## src/sv/blowfish_block_decrypt_top_defines.svh

```systemverilog
// ----------------------------------------------------------------------------
// Blowfish block decrypt - assertion macros
// Concurrent assertion wrappers; empty when SYNTHESIS is defined.
// ----------------------------------------------------------------------------
`ifndef BLOWFISH_BLOCK_DECRYPT_TOP_DEFINES_SVH
`define BLOWFISH_BLOCK_DECRYPT_TOP_DEFINES_SVH

`ifndef SYNTHESIS
`define BFD_ASSERT(lbl, clk, rst_n, prop, msg) \
  lbl: assert property (@(posedge clk) disable iff (!rst_n) prop) else $error(msg);
`define BFD_ASSERT_ALWAYS(lbl, clk, prop, msg) \
  lbl: assert property (@(posedge clk) prop) else $error(msg);
`else
`define BFD_ASSERT(lbl, clk, rst_n, prop, msg)
`define BFD_ASSERT_ALWAYS(lbl, clk, prop, msg)
`endif

`endif

```

## src/sv/bfd_pkg.sv

```systemverilog
// ----------------------------------------------------------------------------
// Blowfish block decrypt - package
// Field widths, item kinds, table geometry and the round function.
// ----------------------------------------------------------------------------
`default_nettype none

package bfd_pkg;

  localparam int KIND_W = 2;
  localparam int IDX_W  = 10;
  localparam int WORD_W = 32;

  localparam int P_DEPTH   = 18;
  localparam int P_AW      = 5;
  localparam int NUM_BOXES = 4;
  localparam int BOX_AW    = 8;
  localparam int BOX_DEPTH = 256;

  localparam logic [KIND_W-1:0] KIND_DECRYPT = 2'd0;
  localparam logic [KIND_W-1:0] KIND_P_WRITE = 2'd1;
  localparam logic [KIND_W-1:0] KIND_S_WRITE = 2'd2;

  localparam logic [IDX_W-1:0] P_DEPTH_IDX = 10'd18;
  localparam logic [P_AW-1:0]  P_FIRST     = 5'd17;
  localparam logic [P_AW-1:0]  CNT_START   = 5'd16;
  localparam logic [P_AW-1:0]  CNT_LAST    = 5'd0;

  typedef struct packed {
    logic              en;
    logic [P_AW-1:0]   addr;
    logic [WORD_W-1:0] data;
  } pmem_wr_t;

  typedef struct packed {
    logic              en;
    logic [BOX_AW-1:0] addr;
    logic [WORD_W-1:0] data;
  } sbox_wr_t;

  // F = ((S0[a] + S1[b]) ^ S2[c]) + S3[d], all modulo 2^32
  function automatic logic [WORD_W-1:0] bfd_f(input logic [WORD_W-1:0] s0,
                                                input logic [WORD_W-1:0] s1,
                                                input logic [WORD_W-1:0] s2,
                                                input logic [WORD_W-1:0] s3);
    return ((s0 + s1) ^ s2) + s3;
  endfunction

endpackage

`default_nettype wire

```

## src/sv/bfd_pmem.sv

```systemverilog
// ----------------------------------------------------------------------------
// Blowfish block decrypt - P-array memory
// 18 x 32 synchronous memory, one write port, one registered read port.
// ----------------------------------------------------------------------------
`default_nettype none

module bfd_pmem (
  input  wire logic                    clk,
  input  wire bfd_pkg::pmem_wr_t       wr,
  input  wire logic [bfd_pkg::P_AW-1:0] rd_addr,
  output logic [bfd_pkg::WORD_W-1:0]   rd_data
);
  import bfd_pkg::*;

  logic [WORD_W-1:0] mem [P_DEPTH];

  always_ff @(posedge clk) begin
    if (wr.en) begin
      mem[wr.addr] <= wr.data;
    end
  end

  always_ff @(posedge clk) begin
    rd_data <= mem[rd_addr];
  end

endmodule

`default_nettype wire

```

## config.mk

```make
export PLATFORM = sky130hd
export DESIGN_NAME = bfd_pmem
export DESIGN_NICKNAME = d
export VERILOG_FILES = /design/src/sv/blowfish_block_decrypt_top_defines.svh /design/src/sv/bfd_pkg.sv /design/src/sv/bfd_pmem.sv
export SDC_FILE = /design/constraint.sdc
export NUM_CORES = 1
export LEC_CHECK = 0
export ABC_CLOCK_PERIOD_IN_PS = 11000
export CAP_MARGIN = 20
export CORE_ASPECT_RATIO = 0.7
export CORE_UTILIZATION = 39
export CTS_CLUSTER_DIAMETER = 120
export DETAILED_ROUTE_END_ITERATION = 12
export DONT_BUFFER_PORTS = 1
export HOLD_SLACK_MARGIN = 0.1
export RECOVER_POWER = 50
export SLEW_MARGIN = 20
export SYNTH_ARGS = -nofsm -noshare
export SYNTH_HDL_FRONTEND = slang
export SYNTH_SLANG_ARGS = --single-unit
export TNS_END_PERCENT = 1
```

## constraint.sdc

```tcl
create_clock -name clk -period 11 [get_ports clk]
set_input_delay 2.2 -clock clk [delete_from_list [all_inputs] [get_ports clk]]
set_output_delay 2.2 -clock clk [all_outputs]
set_load 0.01 [all_outputs]
```

==> results of run 1 <==
==> per-layer routing <==
metal  GRT usage  wire length [um]  vias to the layer above  part of all wire
met5           0                 0                        -                 0
met4     0.03080               705                        0             0.015
met3     0.02925              2558                       56             0.056
met2      0.2246             19960                      268              0.44
met1      0.2406             22500                     5405              0.49
li1            -                 -                     4407                 -
==> where the power goes <==
part	total, mW	switching, mW	internal (mW)
clock network	1.83	0.811	1.02
registers	2.59	0.0171	2.57
logic	0.116	0.0498	0.0661
total	4.53	0.878	3.66
==> layout make-up <==
| cell class | count | share of cell area |
|---|---|---|
| Clock inverter | 31 | 0.009090 |
| Timing Repair Buffer | 20 | 0.006916 |
| Sequential cell | 608 | 0.7082 |
| Multi-Input combinational cell | 385 | 0.1803 |
| Clock buffer | 69 | 0.05849 |
| Tap cell | 750 | 0.03705 |
==> Yosys cell counts <==
master,count,share of area
edfxtp_1,576,0.76
mux2i_1,96,0.042
mux4_2,96,0.095
nand2_1,34,0.0056
a221oi_1,32,0.012
dfxtp_1,32,0.028
mux2_2,32,0.016
o211ai_1,32,0.011
o21ai_1,32,0.0071
buf_2,22,0.0048
clkbuf_1,20,0.0033
nor2_1,14,0.0023
buf_4,9,0.0030
buf_6,7,0.0035
nor3_1,5,0.0011
nand2b_1,3,0.00083
nand3_1,2,0.00044
nand3b_1,2,0.00066
nor2b_1,2,0.00055
and2_1,1,0.00028
nor3b_1,1,0.00033
or2_1,1,0.00028
==> worst max-delay path, cell delays in order <==
cell	delay [ns]
nor2_1	0.09
nand3_1	0.10
nor3_1	0.15
clkbuf_1	2.02
==> flip-flops by register name (all words and copies together), names as in the netlist <==
name and cells:
mem 576, rd_data 32
==> logic make-up after synthesis <==
kind of cell	count (synthesis)	synth area share
AOI/OAI and AO/OA	96	0.02997
buffers and inverters	58	0.01460
DFF	608	0.7897
muxes	224	0.1534
and+or+nand+nor	65	0.01239
==> through the flow <==
| step | instances | hold WS, ns | power (mW) |
|---|---|---|---|
| floorplan | 1051 | 0.5594 | 2.755 |
| global placement | 1761 | 0.5846 | 2.753 |
| detailed placement | 1761 | 0.5898 | 2.755 |
| CTS | 1861 | 0.6100 | 4.576 |
| global route | 1863 | 0.6241 | 4.673 |
| finish | 1863 | 0.6036 | 4.535 |
==> layout by cell type, fill, tap and decap left out, types with 2 or more instances in the layout <==
master        n
a221oi_1     32
nor2_4       12
buf_4        16
nand2b_1      2
o211ai_1     32
nor3_2        4
clkbuf_16    57
nor2_1        2
mux2i_1      96
bufinv_16     3
mux4_2       96
dfxtp_1      32
nand3b_1      2
nand2_1      34
o21ai_1      32
nand3_1       2
clkinv_1     10
mux2_2       32
clkinv_2     13
clkinvlp_4    5
edfxtp_1    576
clkbuf_1     13
==> path summary, 6_finish.rpt <==
kind | slack [ns] | startpoint | end
min | 0.60 | mem[16][2] | rd_data[2]
min reg2reg | 0.60 | mem[16][2] | rd_data[2]
max reg2reg | 9.51 | mem[4][0] | rd_data[0]
max | 6.52 | wr[34] | mem[16][7]
==> metrics.cfg, run 1 <==
[timing]
worst_slack_ns = 6.521
clock-skew-final_ns = 0.009856
relSlewSlack = -0.8871
rsz0062_at_grt = false
finalHoldViolations = 0
fmax_mhz = 223.2
tightest_slew_ns = 2.831
fin_tns_setup_ns = 0
final.min_clock_period_ns = 4.479
fin_crit_sh = 0.4072
setup_viol = 0
slew_violations = 66

[placement]
place_ws_ns = 6.678
place_hpwl_um = 22570
io_buffers = 0
place_area_um2 = 23590
gp_congestion = 0.6796

[worst_setup_path]
endpoint_kind = flop
rr_worst_depth = 3
crit_type = input port to flop
start_kind = input port
arrival_ns = 4.61
crit_required_ns = 11.13
path_max_fanout = 32

[hold_path]
hold_depth = 3
hold_path_class = flop to flop

[floorplanning]
rows = 73
initial_core_util = 0.3973
pin_count = 76
dieHeight_um = 203.9
core_area_um2 = 57180
dieArea_um2 = 59230
die_w_um = 290.5

[clocking]
clkLatencyLatePin_ns = 0.58
clockBufferDepth = 3
cts.repair.resized = 0
clk_pin_slew_ns = 0.06
cts_root_buf = clkbuf_16
cts_tree = built
h-tree-depth = 2
postCtsHoldBufs = 0
post-cts-setup-buffers = 0
clock-sinks = 608
cts_buffers = 54

[cells_and_area]
seqCellArea_um2 = 17940
drive_above_1_share = 0.2183
final_area_um2 = 25330
syn_to_final_growth_pct = 11.51
utilization = 0.4430
multi_input_area_um2 = 4566
nNetsFinal = 1113
diodes = 0
fillers = 4810

[job]
maxCapViolations = 2

[grt]
grt_max_degree = 161
grt_pass1_wl_um = 67910
grt_overflow = 0
grt_pass1_vias = 10360
grt_usage = 0.1541
antenna_found_initial = 0

[run_status]
violations = capacitance limit, slew limit
status = finished with violations

[logic_synthesis]
synthesis.area_um2 = 22710
synth-seq-cells = 608
ys_seq_area_frac = 0.7897
synth_fp_nets = 1095
yosys_warnings = 0
syn_avg_cell_area_um2 = 21.61
postSynthCellCount = 1051
ys_types = 22

[power]
leakage_nw = 7.962
p_per_area_nw_per_um2 = 179.0
ir_drop_v = 0.0001423

[detailed_routing]
drt-total-wl_um = 45730
drtIter0Drc = 868
ant_nets = 0
vias_per_cell = 5.441
dr.pass1.iters = 5
drc = 0
route.vias.total = 10140
wire_per_inst_um = 24.54

No activity file was read; power rests on OpenSTA's default activity.
==> run 2, diff against run 1 <==
--- a/config.mk
+++ b/config.mk
@@ -5,7 +5,8 @@
 export SDC_FILE = /design/constraint.sdc
 export NUM_CORES = 1
 export LEC_CHECK = 0
-export ABC_CLOCK_PERIOD_IN_PS = 11000
+export ABC_AREA = 1
+export ABC_CLOCK_PERIOD_IN_PS = 4500
 export CAP_MARGIN = 20
 export CORE_ASPECT_RATIO = 0.7
 export CORE_UTILIZATION = 39
==> constraint.sdc (replaced) <==
create_clock -name clk -period 4.5 [get_ports clk]
set_input_delay 0.9 -clock clk [delete_from_list [all_inputs] [get_ports clk]]
set_output_delay 0.9 -clock clk [all_outputs]
set_load 0.01 [all_outputs]
==> run 2 against run 1 <==
The flow still finishes with violations (capacitance limit, slew limit). Worst hold slack lost 0.23 ns. First-iteration DRC count grew 77%. Global-route usage grew 2.9 points. Critical endpoint is now mem[2][22]. Die area grew 11%. Cell count grew 74%. Non-clock buffer count grew 9. Total power grew to 2.6 times the previous value. Clock-buffer cell count grew 16. Sequential power grew 140%. Area after synthesis grew 12%. Design area grew 11%. Worst setup slack lost 4.9 ns.
==> metrics.cfg, run 2 <==
[run_status]
status = finished with violations  ; unchanged
violations = capacitance limit, slew limit  ; unchanged

[cells_and_area]
regMostFlops = mem  ; unchanged
multi_input_area_um2 = 5310  ; was 4566 um2
reg_top3 = mem: 576 flops, rd_data: 32 flops  ; unchanged
mostFrequentLayoutCell = nand2_1  ; was edfxtp_1
syn_to_final_growth_pct = 10.55  ; was 11.51%
drive_above_1_share = 0.05343  ; was 0.2183
diodes = 0  ; unchanged
nNetsFinal = 2376  ; was 1113
seqCellArea_um2 = 17940  ; unchanged
largest_reg_flops = 576  ; unchanged
utilization = 0.4398  ; was 0.4430
fillers = 5837  ; was 4810
final_cell_mix = nand2_1, edfxtp_1, nand3_1, inv_1, nor2_1  ; was edfxtp_1, mux4_2, mux2i_1, clkbuf_16, nand2_1

[logic_synthesis]
yosys.area.top_type = edfxtp_1  ; unchanged
synth_edf_count = 576  ; unchanged
synth_fp_nets = 2406  ; was 1095
ys_seq_area_frac = 0.7081  ; was 0.7897
postSynthCellCount = 2362  ; was 1051
synthTopCellsByCount = nand2_1, edfxtp_1, nand3_1  ; was edfxtp_1, mux2i_1, mux4_2
ys_types = 15  ; was 22
yosysMostFrequentCell = nand2_1  ; was edfxtp_1
synth_top_area_frac = 0.6828  ; was 0.7615
yosys_warnings = 0  ; unchanged
syn_avg_cell_area_um2 = 10.73  ; was 21.61 um2
synth-seq-cells = 608  ; unchanged
ys.flop_type = edfxtp_1  ; unchanged
synth_area_leaders = edfxtp_1, nand2_1, nand3_1  ; was edfxtp_1, mux4_2, mux2i_1
synthArstFlopShare = 0  ; unchanged
synthesis.area_um2 = 25330  ; was 22710 um2

[clocking]
h-tree-depth = 2  ; unchanged
post-cts-setup-buffers = 0  ; unchanged
clk_pin_slew_ns = 0.07  ; was 0.06 ns
clockBufferDepth = 3  ; unchanged
cts_buffers = 56  ; was 54
clkLatencyLatePin_ns = 0.62  ; was 0.58 ns
postCtsHoldBufs = 0  ; unchanged
cts_root_buf = clkbuf_16  ; unchanged
cts.repair.resized = 0  ; unchanged
cts_tree = built  ; unchanged
clock-sinks = 608  ; unchanged

[detailed_routing]
dr.pass1.iters = 6  ; was 5
wire_per_inst_um = 18.45  ; was 24.54 um
ant_nets = 0  ; unchanged
drt-total-wl_um = 59870  ; was 45730 um
vias_per_cell = 4.849  ; was 5.441
drc = 0  ; unchanged
route.vias.total = 15740  ; was 10140
drtIter0Drc = 1537  ; was 868

[power]
seqPwrFrac = 0.547  ; was 0.570
leakage_nw = 11.47  ; was 7.962 nW
p_switching_mw = 2.389  ; was 0.8782 mW
internal_power_mw = 9.180  ; was 3.656 mW
pwr-share-comb = 0.039  ; was 0.026
clkPwrFrac = 0.414  ; was 0.404
ir_drop_v = 0.0002993  ; was 0.0001423 V
swShare = 0.2065  ; was 0.1937
fin_total_pwr_mw = 11.57  ; was 4.535 mW
p_per_area_nw_per_um2 = 413.1  ; was 179.0 nW/um2

[floorplanning]
core_area_um2 = 63680  ; was 57180 um2
die_w_um = 306.6  ; was 290.5 um
initial_core_util = 0.3978  ; was 0.3973
pin_count = 76  ; unchanged
dieHeight_um = 215.2  ; was 203.9 um
dieArea_um2 = 66000  ; was 59230 um2
rows = 77  ; was 73

[placement]
place_ws_ns = 1.618  ; was 6.678 ns
gp_congestion = 0.7754  ; was 0.6796
io_buffers = 0  ; unchanged
place_hpwl_um = 32520  ; was 22570 um

[timing]
worst_slack_ns = 1.613  ; was 6.521 ns
fmax_mhz = 346.4
final.min_clock_period_ns = 2.887
slew_violations = 17  ; was 66
rsz0062_at_grt = false  ; unchanged
fin_crit_sh = 0.6415
fin_hold_ws_ns = 0.3739  ; was 0.6036 ns
tightest_slew_ns = 1.572  ; was 2.831 ns
clock-skew-final_ns = 0.02388  ; was 0.009856 ns
setup_viol = 0  ; unchanged
finalHoldViolations = 0  ; unchanged
fin_tns_setup_ns = 0  ; unchanged
relSlewSlack = -0.04789  ; was -0.8871

[worst_setup_path]
start_kind = input port  ; unchanged
slowest_delay_ns = 1.18  ; was 2.02 ns
crit_required_ns = 4.80  ; was 11.13 ns
crit_type = input port to flop  ; unchanged
path_max_fanout = 17  ; was 32
path_cells = inv_1 > nand3_1 > nor2_1 > clkbuf_1 > buf_16  ; was nor2_1 > nand3_1 > nor3_1 > clkbuf_1
cp_top_family = buffers and inverters  ; unchanged
cpMaxStageDelayCell = clkbuf_1  ; unchanged
arrival_ns = 3.18  ; was 4.61 ns
endpoint_kind = flop  ; unchanged
crit_buf_inv = 3  ; was 1

[grt]
antenna_found_initial = 2  ; was 0
grt_pass1_wl_um = 92570  ; was 67910 um
grt_overflow = 0  ; unchanged
grt_max_degree = 290  ; was 161
grt_pass1_vias = 15230  ; was 10360
grt_usage = 0.1832  ; was 0.1541

[job]
maxCapViolations = 3  ; was 2

[hold_path]
hold_path_class = input port to flop  ; was flop to flop

## run 2: cell count changes after synthesis, moves of 68 or more
cell | before | now
inv_1 | 0 | 391
mux2i_1 | 96 | 0
mux4_2 | 96 | 0
nand2_1 | 34 | 736
nand3_1 | 2 | 393
nor2_1 | 14 | 82
## run 2: worst register-to-register path, cell delays in order (launching register included)
cell	delay, ns
edfxtp_1	0.37
inv_1	0.06
nand2_1	0.06
nand3_1	0.12
nand3_1	0.14
nand3_1	0.16
nand2_1	0.09
nand2_1	0.06
nand2_1	0.07
## run 2: power by group through the flow
| stage | Combinational (mW) | Sequential [mW] | Clock [mW] |
|---|---|---|---|
| finish | 0.449 | 6.33 | 4.79 |
| global route | 0.512 | 6.33 | 5.10 |
| CTS | 0.453 | 6.33 | 4.89 |
| detailed placement | 0.451 | 6.45 | 0 |
| global placement | 0.443 | 6.45 | 0 |
| floorplan | 0.405 | 6.44 | 0 |
## run 2: cell type report
type                    count  area share
well taps                 869     0.03882
clock buffers              85     0.05897
repair buffers             29     0.01193
clock inverters            18    0.006969
multi-input cells        1243      0.1896
inverters                 394     0.05325
flip-flops and latches    608      0.6405
## run 2: cells by family (layout without fill, tap and decap cells)
| group | count (synthesis) | in the layout | synth area share |
|---|---|---|---|
| compound gates | 32 | 32 | 0.006322 |
| buf+inv | 511 | 526 | 0.08678 |
| flops | 608 | 608 | 0.7081 |
| simple gates | 1211 | 1211 | 0.1988 |
## run 2: worst paths after layout
kind                     from  cells after the start     endpoint  slack, ns
hold reg to reg   mem[17][30]                      2  rd_data[30]       0.44
setup reg to reg   mem[0][22]                      8  rd_data[22]       3.25
hold / removal         wr[30]                      0  mem[11][30]       0.37
setup / recovery       wr[36]                      5   mem[2][22]       1.61
## run 2: per-layer routing
metal  global-route usage  share of wire  up-vias
met3              0.03471          0.075       77
met5                    0        0.00022        -
li1                     -              -     7586
met2               0.2766           0.44      504
met4              0.04017          0.016        2
met1               0.2737           0.47     7572
## run 2: through the flow
step / cell area [um2] / std cells
2_1_floorplan: 25330 / 2362
3_3_place_gp: 26030 / 3135
3_5_place_dp: 26200 / 3143
4_1_cts: 28050 / 3246
5_1_grt: 28010 / 3246
6_report: 28010 / 3246
